<file path="src/hw/rtl/itoa_pkg.sv">
// Shared constants and a helper function for the signed integer to decimal ASCII converter.
package itoa_pkg;

    localparam int MAX_DIGITS_DEF = 10;
    localparam int VALUE_W        = 32;
    localparam int CODE_W         = 6;
    localparam int DIGIT_W        = 4;
    localparam int CMP_W          = 36;

    localparam logic [CODE_W-1:0] CHAR_ZERO  = 6'd48;
    localparam logic [CODE_W-1:0] CHAR_MINUS = 6'd45;

    function automatic logic [CMP_W-1:0] pow10(input int exp);
        logic [CMP_W-1:0] acc;
        acc = CMP_W'(1);
        for (int i = 0; i < exp; i++)
        begin
            acc = acc * CMP_W'(10);
        end
        return acc;
    endfunction

endpackage

</file>
<file path="src/hw/rtl/signed_int_to_decimal_ascii_top.sv">
// Signed 32-bit integer to decimal ASCII character stream converter.
// Each accepted value leaves as 1 to MAX_DIGITS+1 characters on the char channel, one per
// cycle while char_ready is high: '-' first for negatives, then digits with leading zeros
// suppressed ('0' for zero); last_char marks the final character. Magnitudes above
// 10^MAX_DIGITS-1 saturate to all nines. The most negative value prints as -2147483648.
// A value passes through the input register, one register stage per digit position and the
// character register. A value holds the character register until its last character is
// taken; while the character register is draining, the digit pipeline holds its contents
// and accepts no new value.
module signed_int_to_decimal_ascii_top #(
    parameter int MAX_DIGITS = itoa_pkg::MAX_DIGITS_DEF
) (
    input  logic                                clk,
    input  logic                                rst_n,
    input  logic                                item_valid,
    output logic                                item_ready,
    input  logic signed [itoa_pkg::VALUE_W-1:0] value,
    output logic                                char_valid,
    input  logic                                char_ready,
    output logic        [itoa_pkg::CODE_W-1:0]  char_code,
    output logic                                last_char
);

    localparam int CW    = itoa_pkg::CMP_W;
    localparam int DW    = itoa_pkg::DIGIT_W;
    localparam int IDX_W = $clog2(MAX_DIGITS);
    localparam logic [CW-1:0] LIMIT = itoa_pkg::pow10(MAX_DIGITS);

    typedef logic [MAX_DIGITS-1:0][DW-1:0] digits_t;

    logic            v_reg   [0:MAX_DIGITS];
    logic            neg_reg [0:MAX_DIGITS];
    logic [CW-1:0]   rem_reg [0:MAX_DIGITS];
    digits_t         dig_reg [0:MAX_DIGITS];

    logic            ser_valid_reg;
    logic            sign_reg;
    logic [IDX_W-1:0] idx_reg;
    digits_t         ser_dig_reg;

    logic            en;
    logic            neg_in;
    logic [CW-1:0]   mag_in;
    logic [CW-1:0]   sat_in;
    logic [IDX_W-1:0] lead;

    assign en         = !ser_valid_reg || (char_ready && last_char);
    assign item_ready = en;

    // input stage: magnitude and saturation
    always_comb
    begin
        neg_in = value[itoa_pkg::VALUE_W-1];
        mag_in = neg_in ? ((CW'(1) << itoa_pkg::VALUE_W) - CW'($unsigned(value)))
                        : CW'($unsigned(value));
        sat_in = (mag_in >= LIMIT) ? (LIMIT - CW'(1)) : mag_in;
    end

    always_ff @(posedge clk or negedge rst_n)
    begin
        if (!rst_n)
        begin
            v_reg[0] <= 1'b0;
        end
        else if (en)
        begin
            v_reg[0] <= item_valid;
        end
    end

    always_ff @(posedge clk)
    begin
        if (en)
        begin
            neg_reg[0] <= neg_in;
            rem_reg[0] <= sat_in;
            dig_reg[0] <= '0;
        end
    end

    // one digit position per stage, most significant first
    for (genvar s = 0; s < MAX_DIGITS; s++)
    begin : g_stage
        localparam int P = MAX_DIGITS - 1 - s;
        localparam logic [CW-1:0] POW = itoa_pkg::pow10(P);

        logic [DW-1:0] digit;
        logic [CW-1:0] sub;
        digits_t       dig_next;

        always_comb
        begin
            digit = '0;
            sub   = '0;
            for (int d = 1; d < 10; d++)
            begin
                if (rem_reg[s] >= CW'(d) * POW)
                begin
                    digit = DW'(d);
                    sub   = CW'(d) * POW;
                end
            end
            dig_next    = dig_reg[s];
            dig_next[P] = digit;
        end

        always_ff @(posedge clk or negedge rst_n)
        begin
            if (!rst_n)
            begin
                v_reg[s+1] <= 1'b0;
            end
            else if (en)
            begin
                v_reg[s+1] <= v_reg[s];
            end
        end

        always_ff @(posedge clk)
        begin
            if (en)
            begin
                neg_reg[s+1] <= neg_reg[s];
                rem_reg[s+1] <= rem_reg[s] - sub;
                dig_reg[s+1] <= dig_next;
            end
        end
    end

    // position of the leading nonzero digit, zero if none
    always_comb
    begin
        lead = '0;
        for (int i = 0; i < MAX_DIGITS; i++)
        begin
            if (dig_reg[MAX_DIGITS][i] != '0)
            begin
                lead = IDX_W'(i);
            end
        end
    end

    // character register
    always_ff @(posedge clk or negedge rst_n)
    begin
        if (!rst_n)
        begin
            ser_valid_reg <= 1'b0;
            sign_reg      <= 1'b0;
            idx_reg       <= '0;
        end
        else if (en)
        begin
            ser_valid_reg <= v_reg[MAX_DIGITS];
            sign_reg      <= v_reg[MAX_DIGITS] && neg_reg[MAX_DIGITS];
            idx_reg       <= lead;
        end
        else if (char_ready)
        begin
            if (sign_reg)
            begin
                sign_reg <= 1'b0;
            end
            else
            begin
                idx_reg <= idx_reg - IDX_W'(1);
            end
        end
    end

    always_ff @(posedge clk)
    begin
        if (en)
        begin
            ser_dig_reg <= dig_reg[MAX_DIGITS];
        end
    end

    assign char_valid = ser_valid_reg;
    assign char_code  = sign_reg ? itoa_pkg::CHAR_MINUS
                                 : itoa_pkg::CHAR_ZERO
                                   + {{(itoa_pkg::CODE_W-DW){1'b0}}, ser_dig_reg[idx_reg]};
    assign last_char  = !sign_reg && (idx_reg == '0);

endmodule

</file>
<file path="config.mk">
export PLATFORM = sky130hd
export DESIGN_NAME = signed_int_to_decimal_ascii_top
export DESIGN_NICKNAME = d
export VERILOG_FILES = /design/src/hw/rtl/itoa_pkg.sv /design/src/hw/rtl/signed_int_to_decimal_ascii_top.sv
export SDC_FILE = /design/constraint.sdc
export NUM_CORES = 2
export LEC_CHECK = 0
export BUFFER_PORTS_ARGS = -buffer_cell sky130_fd_sc_hd__buf_4
export CORE_MARGIN = 1
export CORE_UTILIZATION = 65
export CTS_CLUSTER_DIAMETER = 100
export DETAILED_ROUTE_END_ITERATION = 8
export PLACE_DENSITY_LB_ADDON = 0.08
export SYNTH_ARGS = -nofsm -noshare
export SYNTH_HDL_FRONTEND = slang
export SYNTH_SLANG_ARGS = --single-unit
</file>
<file path="constraint.sdc">
create_clock -name clk -period 53.6 [get_ports clk]
set_input_delay 0 -clock clk [delete_from_list [all_inputs] [get_ports clk]]
set_output_delay 0 -clock clk [all_outputs]
set_load 0.02 [all_outputs]
</file>
## Word level (Yosys, flattened, before mapping)

Memory sizes are Yosys's and may differ from the RTL's.
Index checks and enable logic that the tools add are counted.

- $add $sub $neg: 13
- $lt $le $gt $ge: 92
- Equality and inequality tests: 1
- Multiplexer cells: 201
- Reductions and logical operators: 18

Operator list:

| cell | count |
|---|---|
| $mux 36 | 79 |
| $sub 36x36->36 | 10 |
| $mux 4 | 89 |
| $ge 36x10->1 const B | 5 |
| $ge 36x20->1 const B | 5 |
| $ge 36x30->1 const B | 5 |
| $ge 36x13->1 const B | 4 |
| $ge 36x17->1 const B | 4 |
| $ge 36x23->1 const B | 4 |
| $ge 36x27->1 const B | 4 |
| $ge 36x3->1 const B | 4 |
| $ge 36x33->1 const B | 4 |
| $ge 36x7->1 const B | 4 |
| $ge 36x16->1 const B | 3 |
| $ge 36x19->1 const B | 3 |
| $ge 36x26->1 const B | 3 |
| $ge 36x29->1 const B | 3 |
| $ge 36x4->1 const B | 3 |
| $ge 36x6->1 const B | 3 |
| $ge 36x9->1 const B | 3 |
| $ge 36x12->1 const B | 2 |
| $ge 36x14->1 const B | 2 |
| $ge 36x15->1 const B | 2 |
| $ge 36x2->1 const B | 2 |
| other kinds (40) | 75 |

- Bits in registers: 57
- RAM bits: 847
- Input bits: 36
- Output and inout port bits: 9
- Word-level logic and storage cells: 352
- Memories kept: 3

Memory list:

| name | depth | width | rd ports | clocked after Yosys merged registers in | write ports | RTL line | RTL |
|---|---|---|---|---|---|---|---|
| dig_reg | 11 | 40 | 11 | 0 | 11 | signed_int_to_decimal_ascii_top.sv:34 | `digits_t dig_reg [0:MAX_DIGITS];` |
| rem_reg | 11 | 36 | 10 | 0 | 11 | signed_int_to_decimal_ascii_top.sv:33 | `logic [CW-1:0] rem_reg [0:MAX_DIGITS];` |
| neg_reg | 11 | 1 | 11 | 0 | 11 | signed_int_to_decimal_ascii_top.sv:32 | `logic neg_reg [0:MAX_DIGITS];` |

## Logic depth before layout (Yosys ltp)

An unclocked memory read counts as a cell.

- Word-level depth: 12
- Depth in mapped cells: 21
- Gate-level depth less buffers: 19

## Worst setup path before layout

No wires, ideal clock.

- Path kind: flip-flop to flip-flop
- From: register idx_reg[0]
- To: memory dig_reg[10][0] (netlist bit) (enable)
- Setup time: 1.244 ns
- Arrival time: 19.589 ns
- Required time: 52.356 ns
- Slack: 32.767 ns
- Stages on the path, launching flop included: 11
- Buffers on the path: 4
- Clock period less this slack: 20.833 ns
- Cell sequence: dfrtp_1 > clkbuf_1 > buf_1 > inv_1 > ha_1 > nor4b_1 > nand2_1 > and2_1 > clkbuf_1 > clkinv_1 > buf_1

RTL lines:

| element | RTL line | RTL |
|---|---|---|
| from (decl) | signed_int_to_decimal_ascii_top.sv:38 | `logic [IDX_W-1:0] idx_reg;` |
| from (signal assigned) | signed_int_to_decimal_ascii_top.sv:156 | `idx_reg <= lead;` |
| from (signal assigned) | signed_int_to_decimal_ascii_top.sv:166 | `idx_reg <= idx_reg - IDX_W'(1);` |
| to (decl) | signed_int_to_decimal_ascii_top.sv:34 |  |

## Worst setup path after layout

- From: register idx_reg[0]
- To: output item_ready

- Longest elaborated chain between the ends: 4

RTL lines:

| element | RTL line | RTL |
|---|---|---|
| $logic_not 4->1 | signed_int_to_decimal_ascii_top.sv:183 | `assign last_char = !sign_reg && (idx_reg == '0);` |
| $logic_and 1x1->1 | signed_int_to_decimal_ascii_top.sv:183 |  |
| $logic_and 1x1->1 | signed_int_to_decimal_ascii_top.sv:47 | `assign en = !ser_valid_reg \|\| (char_ready && last_char);` |
| $logic_or 1x1->1 | signed_int_to_decimal_ascii_top.sv:47 |  |
| to (decl) | signed_int_to_decimal_ascii_top.sv:16 | `output logic item_ready,` |

Every way passes these cells.

==> qor.yml <==
floorplanning:
  rows: 83
  pin_count: 45
  die_w_um: 232
  dieArea_sq_um: 53800
  coreArea_sq_um: 51800
  initial_core_util: 0.664
  die_h_um: 232
worst_setup_path:
  cp_cell_sequence: "inv_1 > ha_1 > nor4b_1 > nand2_1 > and2_1 > inv_8 > buf_4 > buf_4 > buf_4 > buf_4"
  worstPathRequired_ns: 53.60
  critPathCaptureType: "primary output"
  r2r-end: "rem_reg[9][31]$_DFFE_PN_"
  crit_fanout: 156
  slowest_stage: "buf_4"
  arrival_ns: 6.60
  r2r_start: "rem_reg[8][14]$_DFFE_PN_"
  slowest_delay_ns: 0.93
  critPathLaunchType: "register"
  reg2reg_depth: 16
  r2r_slack_ns: 47.15
  critical_path_class: "register to primary output"
  cpMostUsedCell: "buf_4"
pwr:
  switching_share: 0.332
  combPwrFrac: 0.245
  power.density_nw_per_um2: 45.7
  p_switching_uw: 580
  p_int_mw: 1.17
  power_frac_seq: 0.480
  vdd_drop_max_mv: 0.0394
  power_mw: 1.75
  clkPwrFrac: 0.275
  leakage_nw: 13.0
job:
  drv_cap: 0
finish:
  syn2layout_area_growth_pct: 11.2
  design_area_sq_um: 38200
  drive_above_1_share: 0.0697
  nets: 3272
  fin_cells: 3824
  diodes: 0
  largest_register_ffs: 357
clock_tree:
  cts_tree: "built"
  cts_buffers: 68
  post_cts_buffers: 0
  cts_resized: 0
  cts_root_buf: "clkbuf_16"
  clk_pin_slew_worst_paths_ns: 0.06
  cts_hold_buf: 65
  htreeDepth: 3
  clk_latency_ns: 0.64
  clockBufferDepth: 3
  cts_sinks: 645
timing:
  finalSetupTns_ns: 0
  worst_hold_slack_ns: 0.157
  hold_violations: 0
  rsz0062_at_grt: "no"
  clock.fmax_ghz: 0.152
  fin_crit_sh: 0.123
  maxSlewHeadroom: 0.190
  setup_viol: 0
  fin_crit_ns: 6.60
  tightest_slew_ns: 1.21
  slew_violations: 0
  finClkSkew_ns: 0.0429
hold_path:
  hold_class: "input port to register"
  min_path_cells: 2
  min_to: "rem_reg[0][0]$_DFFE_PN_"
  hold_start: "value[0]"
routing:
  via_per_inst: 6.48
  wl_um: 79900
  ant_nets: 0
  drt-initial-drc-count: 2159
  vias: 24763
  drcViolationCount: 0
  wl_per_cell_um: 20.9
  dr.pass1.iters: 6
synth:
  yosys_most_used_dff: "edfxtp_1"
  synth_warnings: 0
  yosysTopAreaCell: "edfxtp_1"
  yosysSeqAreaShare: 0.561
  synth_nets: 3179
  synth-seq-cells: 645
  synth_common_cells: "edfxtp_1 (628), nor2_1 (231), nand2_1 (211), a21oi_1 (184), xnor2_1 (170)"
  yosysMostFrequentCell: "edfxtp_1"
  synth_area_sq_um: 34400
  synth_area_leaders: "edfxtp_1 (55%), ha_1 (5.0%), xnor2_1 (4.3%), a21oi_1 (2.7%), nor2_1 (2.5%)"
  syn_inst: 2997
  synth-edff-count: 628
  synthArstFlopShare: 0.0264
  ys_types: 82
  synth_top_area_share: 0.548
  synth.avg_cell_area_sq_um: 11.5
placement:
  placed_area_sq_um: 35300
  placed_cells: 3635
  dp_hpwl_um: 53400
  place_congestion: 0.946
  port_buffers: 43
run_status:
  outcome: "finished, final reports clean"
global_route:
  grt_use_total: 0.298
  first_global_vias: 24211
  grt_pass1_wl_um: 127000
  grt_max_degree: 157
  antenna_found_initial: 2
  overflow: 0
==> logic make-up after synthesis <==
family,count (synthesis),synth area share
AO/OA/AOI/OAI,719,0.136
XOR/XNOR,265,0.0675
adder cells (fa/ha/maj),146,0.0551
buffers and inverters,199,0.0218
flip-flops,645,0.561
multiplexers,17,0.00804
other,2,0.000218
AND/OR/NAND/NOR,1004,0.150
==> placed cells by master, fill, tap and decap left out, types with 12 or more instances in the layout <==
cell type        n
edfxtp_1       628
nor2_1         231
nand2_1        211
a21oi_1        184
xnor2_1        170
o21ai_0        157
ha_1           137
inv_1          104
nor3_1          97
xor2_1          95
nand3_1         79
nor4_1          69
clkbuf_16       68
dlygate4sd3_1   65
nand2b_1        52
a21o_1          51
buf_4           51
o21a_1          50
nor2b_1         43
nand4_1         36
or4_1           32
or3_1           31
a31oi_1         29
o31ai_1         27
o21bai_1        27
or2_2           23
o211ai_1        20
and3_1          19
a211oi_1        19
a21boi_0        17
dfrtp_1         17
and2_1          15
o41ai_1         14
a211o_1         13
nor3b_1         12
o2111ai_1       12
nor4b_1         12
==> per-layer routing <==
layer	global-route usage	part of all wire	vias up
met5	0	0.00031	-
met4	0.112	0.037	4
met3	0.0452	0.057	235
met2	0.533	0.51	1000
met1	0.362	0.39	11966
li1	-	-	11558
==> power by group through the flow <==
| stage | clock [mW] | combinational, mW | sequential [mW] |
|---|---|---|---|
| finish | 0.481 | 0.427 | 0.838 |
| global route | 0.506 | 0.471 | 0.849 |
| CTS | 0.487 | 0.422 | 0.834 |
| detailed placement | 0 | 0.410 | 0.841 |
| global placement | 0 | 0.394 | 0.835 |
| floorplan | 0 | 0.346 | 0.892 |
==> stage by stage <==
step | utilization | setup slack (ns)
2_1_floorplan | - | 32.77
3_3_place_gp | 0.681 | 47.53
3_5_place_dp | 0.681 | 47.39
4_1_cts | 0.738 | 47.02
5_1_grt | 0.738 | 46.66
6_report | 0.738 | 47.00
==> how the worst max path moves through the flow <==
stage,start,endpoint,slack (ns),depth (start not counted)
2_1_floorplan,idx_reg[0]$_DFFE_PN0P_,dig_reg[10][0]$_SDFFCE_PP1N_,32.77,10
3_3_place_gp,rem_reg[4][25]$_DFFE_PN_,rem_reg[5][34]$_DFFE_PN_,47.53,17
3_5_place_dp,rem_reg[4][25]$_DFFE_PN_,rem_reg[5][34]$_DFFE_PN_,47.39,17
4_1_cts,idx_reg[0]$_DFFE_PN0P_,item_ready,47.02,10
5_1_grt,idx_reg[0]$_DFFE_PN0P_,item_ready,46.66,10
6_report,idx_reg[0]$_DFFE_PN0P_,item_ready,47.00,10
==> critical path: cells and delay by family (launching register included) <==
| family | cells | cell delay, ns |
|---|---|---|
| fa+ha+maj | 1 | 0.23 |
| flops | 1 | 0.67 |
| buf+inv | 6 | 3.84 |
| simple gates | 3 | 1.03 |
==> final cells by class <==
class / count / area [sq um]
Multi-Input combinational cell: 2153 / 14400
Tap cell: 680 / 851
Timing Repair Buffer: 116 / 1030
Clock buffer: 79 / 1740
Clock inverter: 45 / 562
Fill cell: 3299 / 13600
Inverter: 106 / 405
Sequential cell: 645 / 19300
(Power assumes the default switching activity.)
